==> src/sv/wsfp_pkg.sv <==
package wsfp_pkg;

   localparam int DataWidth    = 8;
   localparam int LenWidth     = 63;
   localparam int AccWidth     = 64;
   localparam int HdrLenWidth  = 4;
   localparam int LenCodeWidth = 7;

   localparam logic [LenWidth-1:0] MaxPayloadReset = LenWidth'(65536);

   localparam logic [DataWidth-1:0]    ReservedMask  = 8'h70;
   localparam logic [LenCodeWidth-1:0] LenCode16     = 7'd126;
   localparam logic [LenCodeWidth-1:0] LenCode64     = 7'd127;
   localparam logic [AccWidth-1:0]     ControlMaxLen = 64'd125;
   localparam logic [HdrLenWidth-1:0]  HdrLen16      = 4'd4;
   localparam logic [HdrLenWidth-1:0]  HdrLen64      = 4'd10;

   typedef enum logic [1:0] {
      KIND_HEADER  = 2'd0,
      KIND_PAYLOAD = 2'd1,
      KIND_ERROR   = 2'd2
   } kind_type;

   localparam logic ErrProtocol = 1'b0;
   localparam logic ErrTooLarge = 1'b1;

   typedef enum logic [4:0] {
      PH_FIRST   = 5'b00001,
      PH_SECOND  = 5'b00010,
      PH_EXT     = 5'b00100,
      PH_PAYLOAD = 5'b01000,
      PH_DROP    = 5'b10000
   } phase_type;

   typedef struct packed {
      kind_type                kind;
      logic [3:0]              opcode;
      logic                    fin;
      logic [LenWidth-1:0]     body_len;
      logic [HdrLenWidth-1:0]  hdr_size;
      logic [DataWidth-1:0]    payload_byte;
      logic                    last;
      logic                    error_code;
   } result_type;

endpackage

==> src/sv/wsfp_parser.sv <==
module wsfp_parser (
   input  logic                              clock,
   input  logic                              reset,
   input  logic                              req_valid,
   output logic                              req_stall,
   input  logic [wsfp_pkg::DataWidth-1:0]    req_data_byte,
   input  logic                              req_restart,
   input  logic                              csr_wr_en,
   input  logic [wsfp_pkg::LenWidth-1:0]     csr_wr_data,
   input  logic                              res_ready,
   output logic                              res_valid,
   output wsfp_pkg::result_type              res_data
);
   import wsfp_pkg::*;

   logic                       in_valid_ff;
   logic [DataWidth-1:0]       in_byte_ff;
   logic                       in_restart_ff;
   logic                       step;

   logic [LenWidth-1:0]        max_payload_ff;
   phase_type                  phase_ff, phase_in, phase_eff;
   logic [HdrLenWidth-1:0]     hdr_pos_ff, hdr_pos_in;
   logic [DataWidth-1:0]       first_byte_ff, first_byte_in;
   logic [LenCodeWidth-1:0]    len_code_ff, len_code_in;
   logic [AccWidth-1:0]        len_acc_ff, len_acc_in;
   logic [LenWidth-1:0]        remaining_ff, remaining_in;

   logic [AccWidth-1:0]        acc_shift;
   logic [HdrLenWidth-1:0]     pos_inc;
   logic [HdrLenWidth-1:0]     hdr_total;
   logic [AccWidth-1:0]        len_sel;
   logic                       ctrl_bad;
   logic                       too_big;
   logic                       have_result;
   result_type                 result;
   result_type                 err_proto;
   result_type                 err_large;
   result_type                 header_res;

   assign step      = in_valid_ff && res_ready;
   assign req_stall = in_valid_ff && !res_ready;
   assign res_valid = step && have_result;
   assign res_data  = result;

   always_ff @(posedge clock) begin
      if (reset) begin
         in_valid_ff <= 1'b0;
      end else if (!req_stall) begin
         in_valid_ff <= req_valid;
      end
      if (!req_stall && req_valid) begin
         in_byte_ff    <= req_data_byte;
         in_restart_ff <= req_restart;
      end
   end

   always_ff @(posedge clock) begin
      if (reset) begin
         max_payload_ff <= MaxPayloadReset;
      end else if (csr_wr_en) begin
         max_payload_ff <= csr_wr_data;
      end
   end

   always_ff @(posedge clock) begin
      if (reset) begin
         phase_ff      <= PH_FIRST;
         hdr_pos_ff    <= '0;
         first_byte_ff <= '0;
         len_code_ff   <= '0;
         len_acc_ff    <= '0;
         remaining_ff  <= '0;
      end else if (step) begin
         phase_ff      <= phase_in;
         hdr_pos_ff    <= hdr_pos_in;
         first_byte_ff <= first_byte_in;
         len_code_ff   <= len_code_in;
         len_acc_ff    <= len_acc_in;
         remaining_ff  <= remaining_in;
      end
   end

   assign phase_eff = in_restart_ff ? PH_FIRST : phase_ff;
   assign acc_shift = {len_acc_ff[AccWidth-DataWidth-1:0], in_byte_ff};
   assign pos_inc   = hdr_pos_ff + 4'd1;
   assign hdr_total = (len_code_ff == LenCode16) ? HdrLen16 : HdrLen64;
   assign len_sel   = (phase_eff == PH_SECOND) ?
                      {{(AccWidth-LenCodeWidth){1'b0}}, in_byte_ff[LenCodeWidth-1:0]} :
                      acc_shift;
   assign ctrl_bad  = first_byte_ff[3] && ((len_sel > ControlMaxLen) || !first_byte_ff[7]);
   assign too_big   = len_sel > {1'b0, max_payload_ff};

   always_comb begin
      err_proto            = '0;
      err_proto.kind       = KIND_ERROR;
      err_proto.error_code = ErrProtocol;
      err_large            = '0;
      err_large.kind       = KIND_ERROR;
      err_large.error_code = ErrTooLarge;
      header_res          = '0;
      header_res.kind     = KIND_HEADER;
      header_res.opcode   = first_byte_ff[3:0];
      header_res.fin      = first_byte_ff[7];
      header_res.body_len = len_sel[LenWidth-1:0];
      header_res.last     = (len_sel == '0);
   end

   always_comb begin
      phase_in      = phase_eff;
      hdr_pos_in    = hdr_pos_ff;
      first_byte_in = first_byte_ff;
      len_code_in   = len_code_ff;
      len_acc_in    = len_acc_ff;
      remaining_in  = remaining_ff;
      have_result   = 1'b0;
      result        = '0;
      unique case (phase_eff)
         PH_FIRST: begin
            first_byte_in = in_byte_ff;
            hdr_pos_in    = 4'd1;
            len_code_in   = '0;
            len_acc_in    = '0;
            remaining_in  = '0;
            if ((in_byte_ff & ReservedMask) != '0) begin
               phase_in    = PH_DROP;
               have_result = 1'b1;
               result      = err_proto;
            end else begin
               phase_in = PH_SECOND;
            end
         end
         PH_SECOND: begin
            hdr_pos_in = 4'd2;
            if (in_byte_ff[7]) begin
               phase_in    = PH_DROP;
               have_result = 1'b1;
               result      = err_proto;
            end else begin
               len_code_in = in_byte_ff[LenCodeWidth-1:0];
               if (in_byte_ff[LenCodeWidth-1:0] == LenCode16 ||
                   in_byte_ff[LenCodeWidth-1:0] == LenCode64) begin
                  len_acc_in = '0;
                  phase_in   = PH_EXT;
               end else begin
                  have_result = 1'b1;
                  if (ctrl_bad) begin
                     phase_in = PH_DROP;
                     result   = err_proto;
                  end else if (too_big) begin
                     phase_in = PH_DROP;
                     result   = err_large;
                  end else begin
                     remaining_in    = len_sel[LenWidth-1:0];
                     phase_in        = (len_sel == '0) ? PH_FIRST : PH_PAYLOAD;
                     result          = header_res;
                     result.hdr_size = 4'd2;
                  end
               end
            end
         end
         PH_EXT: begin
            len_acc_in = acc_shift;
            hdr_pos_in = pos_inc;
            if (pos_inc >= hdr_total) begin
               have_result = 1'b1;
               if ((len_code_ff == LenCode64 && acc_shift[AccWidth-1]) || ctrl_bad) begin
                  phase_in = PH_DROP;
                  result   = err_proto;
               end else if (too_big) begin
                  phase_in = PH_DROP;
                  result   = err_large;
               end else begin
                  remaining_in    = len_sel[LenWidth-1:0];
                  phase_in        = (len_sel == '0) ? PH_FIRST : PH_PAYLOAD;
                  result          = header_res;
                  result.hdr_size = pos_inc;
               end
            end
         end
         PH_PAYLOAD: begin
            have_result         = 1'b1;
            result.kind         = KIND_PAYLOAD;
            result.opcode       = first_byte_ff[3:0];
            result.fin          = first_byte_ff[7];
            result.payload_byte = in_byte_ff;
            result.last         = (remaining_ff <= LenWidth'(1));
            if (remaining_ff != '0) begin
               remaining_in = remaining_ff - LenWidth'(1);
            end
            if (remaining_ff <= LenWidth'(1)) begin
               phase_in = PH_FIRST;
            end
         end
         PH_DROP: begin
            phase_in = PH_DROP;
         end
         default: begin
            phase_in = PH_DROP;
         end
      endcase
   end

endmodule

==> src/sv/wsfp_out_reg.sv <==
module wsfp_out_reg (
   input  logic                  clock,
   input  logic                  reset,
   input  logic                  res_valid,
   input  wsfp_pkg::result_type  res_data,
   output logic                  res_ready,
   output logic                  rsp_valid,
   input  logic                  rsp_stall,
   output wsfp_pkg::result_type  rsp_data
);
   import wsfp_pkg::*;

   logic       out_valid_ff;
   result_type out_data_ff;

   assign res_ready = !out_valid_ff || !rsp_stall;
   assign rsp_valid = out_valid_ff;
   assign rsp_data  = out_data_ff;

   always_ff @(posedge clock) begin
      if (reset) begin
         out_valid_ff <= 1'b0;
      end else if (res_ready) begin
         out_valid_ff <= res_valid;
      end
      if (res_ready && res_valid) begin
         out_data_ff <= res_data;
      end
   end

endmodule

==> src/sv/websocket_server_frame_parser_core.sv <==
// Receive-side WebSocket frame parser that takes one stream byte per transaction and
// sustains one byte per clock cycle while the output does not stall; each byte passes
// through an input register, combinational header and length decode, and a result
// register, from which its result is presented. A byte yields at most one
// result: a header item when the header is complete, one item per payload byte with
// the final byte flagged, or an error item, after which bytes are dropped until a
// transaction with restart set starts a new frame. The maximum payload register may
// be written only while the parser is idle.
module websocket_server_frame_parser_core (
   input  logic                            clock,
   input  logic                            reset,
   input  logic                            req_valid,
   output logic                            req_stall,
   input  logic [wsfp_pkg::DataWidth-1:0]  req_data_byte,
   input  logic                            req_restart,
   output logic                            rsp_valid,
   input  logic                            rsp_stall,
   output logic [1:0]                      rsp_kind,
   output logic [3:0]                      rsp_opcode,
   output logic                            rsp_fin,
   output logic [wsfp_pkg::LenWidth-1:0]   rsp_body_len,
   output logic [wsfp_pkg::HdrLenWidth-1:0] rsp_hdr_size,
   output logic [wsfp_pkg::DataWidth-1:0]  rsp_payload_byte,
   output logic                            rsp_last,
   output logic                            rsp_error_code,
   input  logic                            csr_wr_en,
   input  logic [wsfp_pkg::LenWidth-1:0]   csr_wr_data
);
   import wsfp_pkg::*;

   logic       res_valid;
   logic       res_ready;
   result_type res_data;
   result_type rsp_data;

   wsfp_parser u_parser (
      .clock         (clock),
      .reset         (reset),
      .req_valid     (req_valid),
      .req_stall     (req_stall),
      .req_data_byte (req_data_byte),
      .req_restart   (req_restart),
      .csr_wr_en     (csr_wr_en),
      .csr_wr_data   (csr_wr_data),
      .res_ready     (res_ready),
      .res_valid     (res_valid),
      .res_data      (res_data)
   );

   wsfp_out_reg u_out_reg (
      .clock     (clock),
      .reset     (reset),
      .res_valid (res_valid),
      .res_data  (res_data),
      .res_ready (res_ready),
      .rsp_valid (rsp_valid),
      .rsp_stall (rsp_stall),
      .rsp_data  (rsp_data)
   );

   assign rsp_kind         = rsp_data.kind;
   assign rsp_opcode       = rsp_data.opcode;
   assign rsp_fin          = rsp_data.fin;
   assign rsp_body_len     = rsp_data.body_len;
   assign rsp_hdr_size     = rsp_data.hdr_size;
   assign rsp_payload_byte = rsp_data.payload_byte;
   assign rsp_last         = rsp_data.last;
   assign rsp_error_code   = rsp_data.error_code;

endmodule
==> config.mk <==
export PLATFORM = sky130hd
export DESIGN_NAME = websocket_server_frame_parser_core
export DESIGN_NICKNAME = d
export VERILOG_FILES = /design/src/sv/wsfp_pkg.sv /design/src/sv/wsfp_parser.sv /design/src/sv/wsfp_out_reg.sv /design/src/sv/websocket_server_frame_parser_core.sv
export SDC_FILE = /design/constraint.sdc
export NUM_CORES = 1
export LEC_CHECK = 0
export ABC_AREA = 1
export BUFFER_PORTS_ARGS = -buffer_cell sky130_fd_sc_hd__buf_2
export CAP_MARGIN = 40
export CORE_MARGIN = 4
export CORE_UTILIZATION = 50
export DETAILED_ROUTE_END_ITERATION = 16
export PLACE_DENSITY_LB_ADDON = 0.08
export SYNTH_ARGS = -nofsm -noshare
export SYNTH_HDL_FRONTEND = slang
export SYNTH_SLANG_ARGS = --single-unit
export TNS_END_PERCENT = 1
==> constraint.sdc <==
create_clock -name clock -period 7.7 [get_ports clock]
set_clock_uncertainty 0.2 [all_clocks]
set_input_delay 1.155 -clock clock [delete_from_list [all_inputs] [get_ports clock]]
set_output_delay 1.155 -clock clock [all_outputs]
set_load 0.01 [all_outputs]
Word level (Yosys, flattened, before mapping)
Index checks and enable logic that the tools add are counted.
{"block": "totals", "out_inout_bits": 86, "elab_cells": 111, "register_bits": 301}
{"block": "op_classes", "magnitude_cmp": 4, "reduce_logical": 27, "add_sub_neg": 2, "n_eq_ne": 15, "muxes": 44}
{"operator": "$mux W84", "n": 8}
{"operator": "$mux W63", "n": 7}
{"operator": "$pmux W63 S4", "n": 1}
{"operator": "$pmux W67 S3", "n": 1}
{"operator": "$pmux W56 S3", "n": 1}
{"operator": "$mux W56", "n": 2}
{"operator": "$gt A64 B63 Y1", "n": 1}
{"operator": "$gt A64 B7 Y1 const B", "n": 1}
{"operator": "$logic_not A64 Y1", "n": 1}
{"operator": "$mux W64", "n": 1}
{"operator": "$le A63 B1 Y1 const B", "n": 1}
{"operator": "$reduce_bool A63 Y1", "n": 1}
{"operator": "$sub A63 B1 Y63 const B", "n": 1}
{"operator": "$mux W5", "n": 9}
{"operator": "$pmux W9 S4", "n": 1}
{"operator": "$eq A7 B7 Y1 const B", "n": 4}
{"operator": "$pmux W7 S4", "n": 1}
{"operator": "$pmux W5 S4", "n": 1}
{"operator": "$pmux W7 S2", "n": 1}
{"operator": "$pmux W4 S3", "n": 1}
{"operator": "$ne A2 B2 Y1 const B", "n": 5}
{"operator": "$mux W4", "n": 2}
{"operator": "$reduce_and A8 Y1", "n": 1}
{"operator": "$reduce_bool A8 Y1", "n": 1}
{"operator": "20 further kinds", "n": 38}

Logic depth before layout (Yosys ltp)
Gate-level depths: netlist of run 1.
{"block": "depth", "ltp_word": 10, "mapped_depth": 29, "depth_no_buf": 24}

Cells and area by module
From an unflattened synthesis of run 1, not the netlist that was laid out.
{"block": "hier_totals", "hier_cells": 2140, "area_unflattened_um2": 15720.1}
{"mod": "wsfp_parser", "area_each_um2": 13153.9, "n_inst": 1, "cells_each": 2051, "seq_area_each_um2": 4354.2}
{"mod": "wsfp_out_reg", "area_each_um2": 2566.2, "n_inst": 1, "cells_each": 89, "seq_area_each_um2": 2542.4}

Least setup slack after synthesis of run 1
No wires, ideal clock.
{"block": "synth_path", "path_kind": "reg-to-reg", "start": "register u_parser.len_code_ff[1]", "end": "register u_out_reg.out_data_ff, in the netlist u_out_reg.rsp_data[0], enable pin", "period_less_slack_ps": 5952, "required_ps": 6972, "slack_ps": 1748, "path_stages_with_launch": 11, "path_buffers": 0, "t_arrival_ps": 5224, "setup_time_ps": 528, "cell_sequence": "dfxtp_1 -> inv_1 -> nor4_1 -> inv_1 -> ha_1 -> nand2_1 -> o21ai_0 -> inv_1 -> o21ai_0 -> nor3_1 -> nor2_1"}
{"block": "synth_between", "elab_chain_len": 7}
{"element": "from (decl)", "line_no": "wsfp_parser.sv:25", "source": "logic [LenCodeWidth-1:0] len_code_ff, len_code_in;"}
{"element": "from (signal assigned)", "line_no": "wsfp_parser.sv:78", "source": "len_code_ff <= len_code_in;"}
{"element": "$eq A7 B7 Y1", "line_no": "wsfp_parser.sv:87", "source": "assign hdr_total = (len_code_ff == LenCode16) ? HdrLen16 : HdrLen64;"}
{"element": "$mux W4", "line_no": "wsfp_parser.sv:87"}
{"element": "$ge A4 B4 Y1", "line_no": "wsfp_parser.sv:165", "source": "if (pos_inc >= hdr_total) begin"}
{"element": "$mux W1", "line_no": "wsfp_parser.sv:165"}
{"element": "$pmux W1 S4", "line_no": "wsfp_parser.sv:118", "source": "unique case (phase_eff)"}
{"element": "$logic_and A1 B1 Y1", "line_no": "wsfp_parser.sv:43", "source": "assign res_valid = step && have_result;"}
{"element": "$logic_and A1 B1 Y1", "line_no": "wsfp_out_reg.sv:26", "source": "if (res_ready && res_valid) begin"}
{"element": "to (signal assigned)", "line_no": "wsfp_out_reg.sv:27", "source": "out_data_ff <= res_data;"}
{"element": "to (decl)", "line_no": "wsfp_out_reg.sv:14", "source": "result_type out_data_ff;"}
No other way between the ends.
A chain may end at the register's enable or synchronous reset.

==> results of run 1 <==
registers in the layout (all words and copies together) (netlist names):
signal                   count
u_parser.max_payload_ff     63
u_parser.in_byte_ff          8
u_out_reg.rsp_data          84
u_parser.phase_ff            5
u_parser.len_code_ff         7
u_out_reg.rsp_valid          1
u_parser.first_byte_ff       5
u_parser.remaining_ff       63
u_parser.hdr_pos_ff          4
u_parser.in_restart_ff       1
u_parser.in_valid_ff         1
u_parser.len_acc_ff         56
per-stage QoR:
step           util, %  area, um2  std cells
2_1_floorplan        -      15900       2180
3_3_place_gp     53.66      16890       2659
3_5_place_dp     53.96      16980       2663
4_1_cts          57.78      18180       2726
5_1_grt          57.78      18180       2726
6_report         57.78      18180       2726
layer usage:
layer	GRT usage [%]	vias to the layer above	wire, um
met5	0	-	0
met4	11.69	0	2340
met3	4.957	136	3793
met2	43.97	577	22260
met1	37.17	6849	21250
li1	-	7345	-
worst max-delay path, cell delays in order (launching register included):
cell	delay, ns
sky130_fd_sc_hd__edfxtp_1	0.44
sky130_fd_sc_hd__inv_2	0.11
sky130_fd_sc_hd__nand2_1	0.09
sky130_fd_sc_hd__nor2_4	0.10
sky130_fd_sc_hd__nand2_4	0.34
sky130_fd_sc_hd__inv_1	0.61
sky130_fd_sc_hd__buf_4	0.37
sky130_fd_sc_hd__nor2_1	0.07
sky130_fd_sc_hd__ha_1	0.31
sky130_fd_sc_hd__a21oi_1	0.14
sky130_fd_sc_hd__o21ai_0	0.12
sky130_fd_sc_hd__nand4_1	0.11
sky130_fd_sc_hd__nand3_1	0.07
sky130_fd_sc_hd__nand2_1	0.07
sky130_fd_sc_hd__nand2_1	0.05
sky130_fd_sc_hd__a21oi_1	0.24
sky130_fd_sc_hd__nand2_1	0.11
sky130_fd_sc_hd__nand2_2	0.23
sky130_fd_sc_hd__nand3_2	0.42
sky130_fd_sc_hd__buf_4	0.43
sky130_fd_sc_hd__nor3_1	0.27
logic make-up (layout without fill, tap and decap cells):
logic type | after synthesis | count (layout) | synth area share (%)
XOR/XNOR | 21 | 21 | 1.157
adder cells (fa/ha/maj) | 66 | 66 | 5.194
buffers and inverters | 424 | 568 | 10.52
AND/OR/NAND/NOR | 914 | 914 | 24.49
AO/OA/AOI/OAI | 457 | 457 | 15.26
flip-flops | 298 | 298 | 43.38
placed cells by master, fill, tap and decap left out, types with 66 or more instances in the layout:
cell,n
sky130_fd_sc_hd__nand2_1,309
sky130_fd_sc_hd__nor2_1,394
sky130_fd_sc_hd__buf_2,162
sky130_fd_sc_hd__inv_1,315
sky130_fd_sc_hd__edfxtp_1,93
sky130_fd_sc_hd__dfxtp_1,205
sky130_fd_sc_hd__nand3_1,79
sky130_fd_sc_hd__a21oi_1,223
sky130_fd_sc_hd__o21ai_0,165
sky130_fd_sc_hd__ha_1,66
power by group through the flow:
stage | clock network, uW | registers, uW | logic, uW
after global routing | 1840 | 1780 | 733
after CTS | 1770 | 1770 | 638
after detailed placement | 0 | 1800 | 634
after floorplan | 0 | 1790 | 455
after global placement | 0 | 1800 | 613
final | 1740 | 1770 | 644
worst max-delay path by stage:
stage	slack, ns	endpoint	startpoint	cells after the start
after floorplan	1.75	u_out_reg.rsp_data[0]	u_parser.len_code_ff[1]	10
after global placement	2.90	u_parser.len_acc_ff[2]	rsp_stall	13
after detailed placement	2.74	u_out_reg.rsp_data[49]	u_parser.in_restart_ff	20
after CTS	2.69	u_out_reg.rsp_data[49]	u_parser.in_restart_ff	20
after global routing	2.22	u_out_reg.rsp_data[49]	u_parser.in_restart_ff	20
final	2.57	u_out_reg.rsp_data[49]	u_parser.in_restart_ff	20
final cells by class:
cell class,instances,share of cell area (%)
inverters,325,6.722
repair buffers,180,5.559
flip-flops and latches,298,37.92
well taps,402,2.766
clock inverters,17,1.170
clock buffers,46,5.442
multi-input cells,1458,40.42
==> qor.csv, run 1 <==
stage;metric;value;unit
setup_path;critPathMaxFanout;55;
timing;layout_setup_ws;2.566;ns
die;coreArea;31470;um2
cts;cts.sink_count;298;
cts;cts_buffers;35;
die;die_width;186.3;um
pwr;power.share.sequential;42.6;%
synthesis;netlist_instances;2180;
timing;maxSlewViolCount;0;
setup_path;worst_r2r_setup_slack;2.57;ns
synthesis;post-synth-top-area-fraction;25.81;%
cts;clkTransAtPathRegs;0.06;ns
synthesis;netlist_top_cells_count;sky130_fd_sc_hd__nor2_1, sky130_fd_sc_hd__inv_1, sky130_fd_sc_hd__nand2_1;
cts;cts_max_level;2;
cts;cts_root_buf;sky130_fd_sc_hd__clkbuf_16;
detailed_routing;firstDrtPassIters;5;
global_routing;grt_pass1_wl;76960;um
min_path;timing.hold.worst.start;u_parser.max_payload_ff[28];
pwr;total_leakage_power;0.008351;uW
layout;fillers;3002;
setup_path;timing_worst_setup_path_type;flip-flop to flip-flop;
timing;worst_hold_slack;0.2646;ns
synthesis;library_cell_with_the_highest_instance_count_after_synthesis;sky130_fd_sc_hd__nor2_1;
detailed_routing;wire_length_after_detailed_routing;49650;um
timing;finalCritPeriodShare;66.67;%
run;drv_cap;0;
die;rows;65;
setup_path;worst_ep_required_time;7.82;ns
pwr;internal_power;2993;uW
synthesis;yosysUniqueCellTypes;48;
layout;antenna_diode_count;0;
min_path;hold_path_depth;2;
synthesis;synth_edf_count;93;
setup_path;critical_path.endpoint_type;flip-flop;
cts;cts_tree;built;
timing;transition_at_the_pin_with_the_smallest_max_transition_slack;0.8632;ns
detailed_routing;vias_per_cell;5.468;
synthesis;netlist_top_cells_area;sky130_fd_sc_hd__dfxtp_1, sky130_fd_sc_hd__edfxtp_1, sky130_fd_sc_hd__nor2_1, sky130_fd_sc_hd__inv_1, sky130_fd_sc_hd__nand2_1;
global_routing;antenna_found_initial;0;
setup_path;worst-r2r-cell-count;20;
timing;hold_vio_cnt_final;0;
detailed_routing;drt-wirelength-per-cell;18.21;um
min_path;timing.hold.worst_endpoint;u_parser.max_payload_ff[28];
cts;post-cts-setup-buffer-count;0;
timing;max-slew-margin-rel;42.24;%
pwr;power.switching_fraction;27.93;%
setup_path;crit_arrival;5.25;ns
min_path;hold_path.class;flip-flop to flip-flop;
pwr;vdd.ir_drop.worst;0.0001608;V
timing;finalWorstPathRequiredPeriod;5.134;ns
timing;grt_setup_unrepaired;no;
cts;clk-insertion-delay-late;0.52;ns
outcome;outcome;finished, final reports clean;
synthesis;avgSynthCellArea;7.293;um2
pwr;fin_total_pwr;4153;uW
die;dieArea;34720;um2
cts;clock_tree.buffer_depth;3;
layout;area_of_the_multi_input_gates;7350;um2
layout;seqCellArea;6897;um2
synthesis;netlist_area;15900;um2
layout;drive_above_1_share;11.66;%
setup_path;worstReg2RegStart;u_parser.in_restart_ff;
placed_design;gp_routability_congestion;0.9339;
timing;max_freq;194.8;MHz
die;num_io_pins;163;
synthesis;synth_top_cell_by_area;sky130_fd_sc_hd__dfxtp_1;
detailed_routing;drcViolationCount;0;
setup_path;reg2reg_to;u_out_reg.rsp_data[49];
setup_path;cp-start-kind;flip-flop;
placed_design;pre_cts_slack;2.740;ns
detailed_routing;violation_count_after_the_first_detailed_routing_iteration;1367;
global_routing;grt_max_degree;78;
timing;totalNegativeSetupSlack;0;ns
pwr;p_clk_share;41.9;%
synthesis;flops_latches_synth;298;
cts;post_cts.resized_instances;0;
global_routing;grt_remaining_overflow;0;
timing;timing.final.setup_violations;0;
synthesis;synth-seq-area-share;43.38;%
detailed_routing;detailroute.via_count;14910;
pwr;power_density;228.4;nW/um2
layout;area.growth.synth_to_final;14.38;%
placed_design;port_buffers;162;
cts;hold_buffers;0;
detailed_routing;route.antenna.remaining_nets;0;
global_routing;grt_pass1_vias;13830;
pwr;share_comb_of_total_power;15.5;%
placed_design;post-dp-hpwl;35690;um
synthesis;yosysWarningCount;0;
pwr;switching_power;1160;uW
die;die_height;186.3;um
global_routing;grtUsageTotal;27.56;%
layout;design.final.nets;2441;
synthesis;synth.net_count;2323;
synthesis;share_of_synthesized_flip_flops_with_an_asynchronous_set_or_reset;0;%
synthesis;dominantRegCellSynth;sky130_fd_sc_hd__dfxtp_1;
die;floorplan.initialDensity;50.51;%
No activity file was read; power rests on OpenSTA's default activity.
==> run 2: changes to the inputs <==
--- a/config.mk
+++ b/config.mk
@@ -5,7 +5,7 @@
 export SDC_FILE = /design/constraint.sdc
 export NUM_CORES = 1
 export LEC_CHECK = 0
-export ABC_AREA = 1
+export ABC_AREA = 0
 export BUFFER_PORTS_ARGS = -buffer_cell sky130_fd_sc_hd__buf_2
 export CAP_MARGIN = 40
 export CORE_MARGIN = 4
==> constraint.sdc (replaced) <==
create_clock -name clock -period 5 [get_ports clock]
set_clock_uncertainty 0.2 [all_clocks]
set_input_delay 0.75 -clock clock [delete_from_list [all_inputs] [get_ports clock]]
set_output_delay 0.75 -clock clock [all_outputs]
set_load 0.01 [all_outputs]
==> qor.csv, run 2 <==
stage;metric;value;unit;change
global_routing;grt_pass1_wl;77080;um;was 76960 um
cts;cts_root_buf;sky130_fd_sc_hd__clkbuf_16;;unchanged
die;dieArea;33450;um2;was 34720 um2
synthesis;dominantRegCellSynth;sky130_fd_sc_hd__dfxtp_1;;unchanged
pwr;switching_power;1488;uW;was 1160 uW
synthesis;synth-seq-area-share;45.09;%;was 43.38%
run;drv_cap;0;;unchanged
detailed_routing;violation_count_after_the_first_detailed_routing_iteration;1275;;was 1367
placed_design;gp_routability_congestion;1.005;;was 0.9339
synthesis;netlist_instances;1700;;was 2180
cts;hold_buffers;0;;unchanged
pwr;vdd.ir_drop.worst;0.0003180;V;was 0.0001608 V
layout;layout.cells.most_common;sky130_fd_sc_hd__dfxtp_1;;was sky130_fd_sc_hd__nor2_1
synthesis;share_of_synthesized_flip_flops_with_an_asynchronous_set_or_reset;0;%;unchanged
setup_path;worst_ep_required_time;5.07;ns;was 7.82 ns
pwr;power.share.sequential;45.2;%;was 42.6%
synthesis;synth_edf_count;93;;unchanged
layout;fillers;2671;;was 3002
pwr;p_clk_share;44.0;%;was 41.9%
synthesis;flops_latches_synth;298;;unchanged
setup_path;critPathMaxFanout;43;;was 55
synthesis;yosysUniqueCellTypes;76;;was 48
layout;antenna_diode_count;0;;unchanged
detailed_routing;wire_length_after_detailed_routing;49480;um;was 49650 um
synthesis;synth.net_count;1843;;was 2323
detailed_routing;route.antenna.remaining_nets;0;;unchanged
timing;maxSlewViolCount;0;;unchanged
layout;layout.cells.most_common_list;sky130_fd_sc_hd__dfxtp_1, sky130_fd_sc_hd__nor2_1, sky130_fd_sc_hd__buf_2, sky130_fd_sc_hd__a21oi_1, sky130_fd_sc_hd__nand2_1;;was sky130_fd_sc_hd__nor2_1, sky130_fd_sc_hd__inv_1, sky130_fd_sc_hd__nand2_1, sky130_fd_sc_hd__a21oi_1, sky130_fd_sc_hd__dfxtp_1
die;coreArea;29870;um2;was 31470 um2
die;num_io_pins;163;;unchanged
synthesis;avgSynthCellArea;8.998;um2;was 7.293 um2
cts;cts_buffers;34;;was 35
global_routing;grt_max_degree;130;;was 78
synthesis;yosysWarningCount;0;;unchanged
synthesis;synth_top_cell_by_area;sky130_fd_sc_hd__dfxtp_1;;unchanged
setup_path;crit_arrival;4.82;ns;was 5.25 ns
die;die_width;182.9;um;was 186.3 um
timing;totalNegativeSetupSlack;0;ns;unchanged
cts;clkTransAtPathRegs;0.06;ns;about the same
timing;finalWorstPathRequiredPeriod;4.745;ns;was 5.134 ns
layout;seqCellArea;6897;um2;unchanged
synthesis;netlist_top_cells_area;sky130_fd_sc_hd__dfxtp_1, sky130_fd_sc_hd__edfxtp_1, sky130_fd_sc_hd__ha_1, sky130_fd_sc_hd__mux2i_1, sky130_fd_sc_hd__nor2_1;;was sky130_fd_sc_hd__dfxtp_1, sky130_fd_sc_hd__edfxtp_1, sky130_fd_sc_hd__nor2_1, sky130_fd_sc_hd__inv_1, sky130_fd_sc_hd__nand2_1
detailed_routing;detailroute.via_count;13650;;was 14910
cts;cts_max_level;2;;unchanged
placed_design;port_buffers;162;;unchanged
placed_design;post-dp-hpwl;33890;um;was 35690 um
detailed_routing;drt-wirelength-per-cell;22.11;um;was 18.21 um
pwr;internal_power;4344;uW;was 2993 uW
layout;drive_above_1_share;15.42;%;was 11.66%
synthesis;netlist_top_cells_count;sky130_fd_sc_hd__dfxtp_1, sky130_fd_sc_hd__nor2_1, sky130_fd_sc_hd__a21oi_1;;was sky130_fd_sc_hd__nor2_1, sky130_fd_sc_hd__inv_1, sky130_fd_sc_hd__nand2_1
timing;grt_setup_unrepaired;no;;unchanged
cts;cts_tree;built;;unchanged
timing;transition_at_the_pin_with_the_smallest_max_transition_slack;0.8345;ns;was 0.8632 ns
global_routing;grtUsageTotal;28.81;%;was 27.56%
min_path;hold_path.class;primary input to flip-flop;;was flip-flop to flip-flop
setup_path;cp-start-kind;flip-flop;;unchanged
synthesis;post-synth-top-area-fraction;26.83;%;was 25.81%
global_routing;grt_remaining_overflow;0;;unchanged
timing;finalCritPeriodShare;94.89;%;was 66.67%
die;rows;63;;was 65
synthesis;netlist_area;15300;um2;was 15900 um2
layout;largest_reg_flops;84;;unchanged
outcome;outcome;finished, final reports clean;;unchanged
layout;area.growth.synth_to_final;15.75;%;was 14.38%
die;die_height;182.9;um;was 186.3 um
min_path;hold_path_depth;1;;was 2
synthesis;library_cell_with_the_highest_instance_count_after_synthesis;sky130_fd_sc_hd__dfxtp_1;;was sky130_fd_sc_hd__nor2_1
detailed_routing;vias_per_cell;6.099;;was 5.468
timing;timing.final.setup_violations;0;;unchanged
setup_path;worstReg2RegStart;u_parser.phase_ff[0];;was u_parser.in_restart_ff
layout;design.final.nets;1965;;was 2441
pwr;share_comb_of_total_power;10.8;%;was 15.5%
pwr;power_density;329.4;nW/um2;was 228.4 nW/um2
timing;max-slew-margin-rel;44.16;%;was 42.24%
timing;hold_vio_cnt_final;0;;unchanged
pwr;total_leakage_power;0.007081;uW;was 0.008351 uW
global_routing;antenna_found_initial;0;;unchanged
die;floorplan.initialDensity;51.20;%;was 50.51%
cts;clk-insertion-delay-late;0.53;ns;was 0.52 ns
timing;worst_hold_slack;0.1990;ns;was 0.2646 ns
global_routing;grt_pass1_vias;13290;;was 13830
pwr;fin_total_pwr;5832;uW;was 4153 uW
pwr;power.switching_fraction;25.52;%;was 27.93%
timing;max_freq;210.8;MHz;was 194.8 MHz
setup_path;reg2reg_to;u_out_reg.rsp_data[23];;was u_out_reg.rsp_data[49]
setup_path;worst_r2r_setup_slack;0.26;ns;was 2.57 ns
setup_path;timing_worst_setup_path_type;flip-flop to flip-flop;;unchanged
setup_path;critical_path.endpoint_type;flip-flop;;unchanged
layout;area_of_the_multi_input_gates;7637;um2;was 7350 um2
detailed_routing;firstDrtPassIters;6;;was 5
min_path;timing.hold.worst_endpoint;u_parser.in_byte_ff[5];;was u_parser.max_payload_ff[28]
cts;cts.sink_count;298;;unchanged
cts;clock_tree.buffer_depth;3;;unchanged
setup_path;worst-r2r-cell-count;14;;was 20
detailed_routing;drcViolationCount;0;;unchanged
min_path;timing.hold.worst.start;req_data_byte[5];;was u_parser.max_payload_ff[28]
-- run 2: cell count changes after synthesis, moves of 26 or more --
| cell | change |
|---|---|
| sky130_fd_sc_hd__a21oi_1 | -94 |
| sky130_fd_sc_hd__nor2_1 | -218 |
| sky130_fd_sc_hd__nand2_1 | -195 |
| sky130_fd_sc_hd__a32o_1 | +26 |
| sky130_fd_sc_hd__and2_1 | +94 |
| sky130_fd_sc_hd__nand3b_1 | -26 |
| sky130_fd_sc_hd__o21ai_0 | -135 |
| sky130_fd_sc_hd__mux2i_1 | +69 |
| sky130_fd_sc_hd__inv_1 | -230 |
-- run 2: logic make-up (layout without fill, tap and decap cells) --
kind of cell | after synthesis | count (layout) | share of synthesized area, %
and+or+nand+nor | 689 | 689 | 22.71
AOI/OAI and AO/OA | 363 | 363 | 16.29
DFF | 298 | 298 | 45.09
buffers and inverters | 202 | 350 | 5.252
muxes | 69 | 69 | 4.515
adders and majority gates | 67 | 67 | 5.464
xor gates and xnor gates | 12 | 12 | 0.6871
-- run 2: metrics by stage --
stage | cells | setup slack, ns | util, % | cell area [um2]
4_1_cts | 2238 | 0.01223 | 59.21 | 17690
3_5_place_dp | 2176 | 0.03326 | 55.31 | 16520
2_1_floorplan | 1700 | 0.5067 | - | 15300
5_1_grt | 2238 | 0.005324 | 59.26 | 17700
3_3_place_gp | 2173 | 0.1146 | 55.10 | 16460
6_report | 2238 | 0.2554 | 59.26 | 17700
-- run 2: worst max path at each step --
stage	start	endpoint	slack [ns]	cells past startpoint
6_report	u_parser.phase_ff[0]	u_out_reg.rsp_data[23]	0.26	14
5_1_grt	u_parser.phase_ff[0]	u_out_reg.rsp_data[55]	0.005	14
4_1_cts	u_parser.phase_ff[0]	u_parser.remaining_ff[42]	0.01	15
3_5_place_dp	u_parser.phase_ff[0]	u_parser.remaining_ff[42]	0.03	15
3_3_place_gp	u_parser.phase_ff[0]	u_parser.remaining_ff[42]	0.11	15
2_1_floorplan	u_parser.phase_ff[0]	u_parser.remaining_ff[6]	0.51	18
-- run 2: critical path, stage by stage (launching register included) --
cell,delay (ns)
sky130_fd_sc_hd__dfxtp_1,0.42
sky130_fd_sc_hd__nor4_4,0.38
sky130_fd_sc_hd__nand2_4,0.21
sky130_fd_sc_hd__and2_1,0.22
sky130_fd_sc_hd__ha_1,0.34
sky130_fd_sc_hd__nand3_1,0.10
sky130_fd_sc_hd__nor3_1,0.42
sky130_fd_sc_hd__nand3_1,0.21
sky130_fd_sc_hd__or4b_1,0.57
sky130_fd_sc_hd__a211oi_2,0.34
sky130_fd_sc_hd__nor3_1,0.16
sky130_fd_sc_hd__o21ai_1,0.33
sky130_fd_sc_hd__nor2_2,0.05
sky130_fd_sc_hd__buf_4,0.25
sky130_fd_sc_hd__and3_1,0.26
-- run 2: layer usage --
layer | wire length [um] | global-route usage, % | vias to the layer above | share of wire, %
li1 | - | - | 6417 | -
met1 | 20680 | 38.97 | 6541 | 42
met2 | 22800 | 46.47 | 553 | 46
met3 | 4118 | 5.216 | 138 | 8.3
met4 | 1881 | 10.79 | 0 | 3.8
met5 | 0 | 0 | - | 0
-- run 2: layout make-up --
cell class,instances,share of cell area [%]
multi-input cells,1200,43.14
flip-flops and latches,298,38.95
repair buffers,201,6.721
clock buffers,52,5.887
well taps,390,2.756
inverters,87,1.852
clock inverters,10,0.6926
-- run 2: power by group through the flow --
stage | Sequential (uW) | Combinational [uW] | Clock [uW]
after global routing | 2640 | 692 | 2700
after global placement | 2690 | 615 | 0
after floorplan | 2690 | 390 | 0
after detailed placement | 2690 | 621 | 0
after CTS | 2640 | 626 | 2600
final | 2640 | 631 | 2560
-- run 2: what timing repair did --
action	CTS	global route
setup buffers	0	0
endpoints found under the setup margin	0	114
gates resized for setup	0	6
